<file path="config.mk">
export PLATFORM = sky130hd
export DESIGN_NAME = sip_cell
export DESIGN_NICKNAME = d
export VERILOG_FILES = /design/src/sip_pkg.sv /design/src/sip_cell.sv
export SDC_FILE = /design/constraint.sdc
export NUM_CORES = 1
export LEC_CHECK = 0
export BUFFER_PORTS_ARGS = -buffer_cell sky130_fd_sc_hd__buf_2
export CORE_AREA = 2 2 39 41
export CTS_CLUSTER_DIAMETER = 150
export DETAILED_ROUTE_END_ITERATION = 8
export DIE_AREA = 0 0 41 43
export GPL_ROUTABILITY_DRIVEN = 1
export HOLD_SLACK_MARGIN = 0.15
export PLACE_DENSITY = 0.76
export SETUP_SLACK_MARGIN = 0.5
export SYNTH_ARGS = -nofsm -noshare
export SYNTH_HDL_FRONTEND = slang
export SYNTH_SLANG_ARGS = --single-unit
</file>
<file path="constraint.sdc">
create_clock -name clk -period 1.5 [get_ports clk]
set_input_delay 0.3 -clock clk [delete_from_list [all_inputs] [get_ports clk]]
set_output_delay 0.3 -clock clk [all_outputs]
set_load 0.01 [all_outputs]
</file>
<file path="src/sip_pkg.sv">
// Shared constants, types and state encoding for the string intern pool.
package sip_pkg;

  localparam int POOL_BYTES = 4096;
  localparam int MAX_STRING = 64;

  localparam int ADDR_W  = $clog2(POOL_BYTES);
  localparam int FILL_W  = $clog2(POOL_BYTES + 1);
  localparam int LEN_W   = $clog2(MAX_STRING + 1);
  localparam int NCELL   = MAX_STRING + 1;
  localparam int VALUE_W = 12;
  localparam int IN_ADDR_W = 12;

  typedef logic [7:0]           char_t;
  typedef logic [ADDR_W-1:0]    addr_t;
  typedef logic [FILL_W-1:0]    fill_t;
  typedef logic [LEN_W-1:0]     len_t;
  typedef logic [VALUE_W-1:0]   value_t;
  typedef logic [IN_ADDR_W-1:0] in_addr_t;

  typedef enum logic [2:0] {
    S_IDLE,
    S_READ,
    S_SCAN,
    S_APPEND,
    S_EMIT
  } state_t;

  // Controls broadcast to every cell of the match row.
  typedef struct packed {
    logic  clear;
    logic  step;
    logic  shift;
    char_t pool_byte;
  } cell_ctrl_t;

endpackage

</file>
<file path="src/sip_cell.sv">
// One match cell: holds a pending character and a partial-match bit.
module sip_cell (
  input  logic               clk,
  input  sip_pkg::cell_ctrl_t ctrl,
  input  logic               load,
  input  sip_pkg::char_t     load_char,
  input  logic               is_term,
  input  sip_pkg::char_t     shift_in,
  input  logic               m_in,
  output sip_pkg::char_t     ch,
  output logic               m
);
  import sip_pkg::*;

  logic eq;

  // The cell at the string length matches the terminator instead.
  assign eq = is_term ? (ctrl.pool_byte == 8'd0) : (ctrl.pool_byte == ch);

  always_ff @(posedge clk) begin
    if (load) begin
      ch <= load_char;
    end else if (ctrl.shift) begin
      ch <= shift_in;
    end
    if (ctrl.clear) begin
      m <= 1'b0;
    end else if (ctrl.step) begin
      m <= m_in & eq;
    end
  end

endmodule

</file>
# ---- Yosys cells after proc, flatten, opt, wreduce, memory -nomap -nowiden
# Index checks and enable logic that the tools add are counted.
dict set report word_totals {
  output_inout_bits 9
  ff_bits 9
  input_bits 31
}
dict set report classes {
  eq_ne 1
  reduce_logical 2
  n_mux 3
  n_bitwise 1
}
# op n
set ops {}
lappend ops {{2-to-1 mux 8 bit} 2}
lappend ops {{== test 8 bit} 1}
lappend ops {{zero test 8 bit} 1}
lappend ops {{nonzero test 2 bit} 1}
lappend ops {{AND 1 bit} 1}
lappend ops {{2-to-1 mux 1 bit} 1}

# ---- Longest topological paths before layout
dict set report depth {
  ltp_word 3
  depth_mapped 4
  mapped_depth_nobuf 4
}

# ---- Least setup slack after synthesis
# Ideal clock, no wire load.
dict set report synth_timing {
  path_kind {input to register}
  from {input port load}
  to {register ch[0] (enable)}
  t_required_ps 1229
  path_slack_ps 406
  path_stages 2
  arrival_time_ps 824
  setup_ps 271
  path_buffers 1
  cell_sequence {buf_2 or2_2}
}
dict set report synth_between {
  elab_chain_cells 1
}
# element line_no
set synth_lines {}
lappend synth_lines {{start: declaration} sip_cell.sv:5} ;# input logic load,
lappend synth_lines {{nonzero test 2 bit (no source line)} n/a}
lappend synth_lines {{end signal: assignment} sip_cell.sv:22} ;# ch <= load_char;
lappend synth_lines {{end signal: assignment} sip_cell.sv:24} ;# ch <= shift_in;
lappend synth_lines {{end: declaration} sip_cell.sv:10} ;# output sip_pkg::char_t ch,
# Every way passes these cells.
# A chain may end at the register's enable or synchronous reset.

# ---- Worst setup path in the final report
dict set report layout_timing {
  from {register ch[6]}
  to {output port ch[6]}
}
# No word-level cell between the ends.

==> results.json <==
{
  "status": "finished, final reports clean",
  "wl_um": 1110,
  "rows": 14,
  "dr.first_iter.drc_count": 13,
  "wl_per_cell_um": 11.5,
  "drt_first_pass_iters": 4,
  "antenna_left": 0,
  "syn-num-nets": 69,
  "criticalPathCategory": "flip-flop to output pin",
  "grt_pass1_wl_um": 1730,
  "comb_power_share_pct": 22.8,
  "routabilityCongestion": 0.661,
  "slew_viol_final": 0,
  "ys_warn_count": 0,
  "final_cells": 97,
  "die-area_um2": 1760,
  "cts_tree": "yes",
  "critPathBufInv": 1,
  "worst_setup_path_start_kind": "flip-flop",
  "p_sw_mw": 0.161,
  "clkPwrFrac_pct": 28.2,
  "diodes": 0,
  "clock-sinks": 9,
  "swShare_pct": 24.9,
  "finalSetupViolations": 0,
  "cp_max_fo": 2,
  "crit_arrival_ns": 0.82,
  "clk_path_buf_depth": 2,
  "track_usage_pct": 14.9,
  "path_clk_slew_ns": 0.06,
  "clock_latency_ns": 0.26,
  "cts_made_buffers": 3,
  "setup_tns_ns": 0,
  "maxCapViolCount": 0,
  "antenna_found_initial": 0,
  "io-pin-count": 40,
  "h-tree-depth": 1,
  "area_growth_pct": 52.4,
  "ys_seq_elements": 9,
  "die_w_um": 41,
  "initial_core_util_pct": 35.7,
  "pwr-share-seq_pct": 49.1,
  "vdd_drop_max_uv": 537,
  "post-route-util_pct": 54.4,
  "vias_per_cell": 4.89,
  "ys_types": 14,
  "clock-root-buffer": "clkbuf_4",
  "tightest_slew_ns": 0.328,
  "power.density_nw_per_um2": 859,
  "drive_gt1_share_pct": 65.4,
  "syn_inst": 38,
  "grt_overflow_total": 0,
  "period_share_pct": 74.6,
  "placedCellCount": 92,
  "grt_max_degree": 10,
  "critical_path_required_ns": 1.20,
  "hold_class": "primary input to flip-flop",
  "grt_pass1_vias": 447,
  "io_buffer_count": 39,
  "core_area_um2": 1380,
  "hold_violations": 0,
  "drc_errors": 0,
  "layout_commonest_cell": "buf_2",
  "crit_path_cell_trace": "buf_2",
  "cp-end-kind": "output pin",
  "rsz0062_at_grt": "yes",
  "die_y_um": 43,
  "max_freq_mhz": 894,
  "syn_area_um2": 494,
  "vias": 474,
  "seq_area_frac_synth_pct": 52.7,
  "slowest_delay_ns": 0.40,
  "slew_headroom_pct": 77.9,
  "crit_family": "flip-flops",
  "cell_internal_pwr_mw": 0.486,
  "total_power_mw": 0.647,
  "power_leakage_nw": 0.348,
  "num-nets-final": 113,
  "slowest_stage": "edfxtp_1",
  "period_needed_ns": 1.12,
  "layout_common_cells": "buf_2, mux2_2, xor2_1, edfxtp_1, clkbuf_4",
  "fin_skew_ns": 0.00214,
  "syn-mean-instance-area_um2": 13.0
}
-- final timing paths --
check / from / end / slack, ns / depth (start not counted)
worst max-delay path: ch[6] / ch[6] / 0.38 / 1
worst min-delay path: ctrl[10] / m / 0.26 / 2
worst max register to register: ch[4] / m / 0.42 / 4
worst min register to register: m / m / 0.57 / 2
-- stage by stage --
stage / cell area [µm²] / worst slack, ns / hold slack (ns)
finish: 753 / 0.381 / 0.263
floorplan: 503 / 0.443 / 0.413
global route: 753 / 0.309 / 0.275
CTS: 741 / 0.345 / 0.251
global placement: 707 / 0.397 / 0.520
detailed placement: 707 / 0.332 / 0.527
-- power groups by stage --
stage	clock [mW]	combinational (mW)	sequential, mW
3_5_place_dp	0	0.139	0.324
4_1_cts	0.195	0.146	0.318
2_1_floorplan	0	0.0553	0.335
5_1_grt	0.198	0.162	0.322
3_3_place_gp	0	0.135	0.322
6_report	0.182	0.147	0.318
-- synth_stat cells --
cell | number | area (µm²)
buf_2 | 1 | 5.00
edfxtp_1 | 8 | 240
o21ai_0 | 1 | 5.00
inv_1 | 1 | 3.75
a32oi_1 | 1 | 8.76
nand2_1 | 1 | 3.75
dfxtp_1 | 1 | 20.0
nor3b_1 | 1 | 7.51
mux2_2 | 8 | 90.1
nor3_1 | 2 | 10.0
nand3_1 | 1 | 5.00
nor4_1 | 3 | 18.8
or2_2 | 1 | 6.26
xor2_1 | 8 | 70.1
-- cell families after synthesis --
family / share of synthesized area (%)
buf+inv: 1.77
compound gates: 2.78
simple gates: 10.4
mux: 18.2
xor+xnor: 14.2
flops: 52.7
-- flip-flops by register name (all words and copies together), names as in the netlist --
signal,cells
ch,8
m,1
-- metal layers --
layer | wire length (µm) | track usage (%) | part of all wire, % | up-vias
met3 | 118 | 2.62 | 11 | 2
met5 | 0 | 0 | 0 | -
met4 | 6 | 10.0 | 0.54 | 0
met2 | 578 | 24.1 | 52 | 28
met1 | 409 | 16.7 | 37 | 215
li1 | - | - | - | 229
-- cell type report --
type | instances | area, µm²
Clock buffer | 4 | 26.3
Fill cell | 126 | 631
Inverter | 1 | 3.75
Multi-Input combinational cell | 27 | 234
Sequential cell | 9 | 260
Tap cell | 16 | 20.0
Timing Repair Buffer | 40 | 209
-- repair_timing --
action	CTS	global route
hold buffers	0	0
gates resized for setup	0	2
endpoints found under the setup margin	10	10
buffers inserted	1	0
No activity file was read; power rests on OpenSTA's default activity.
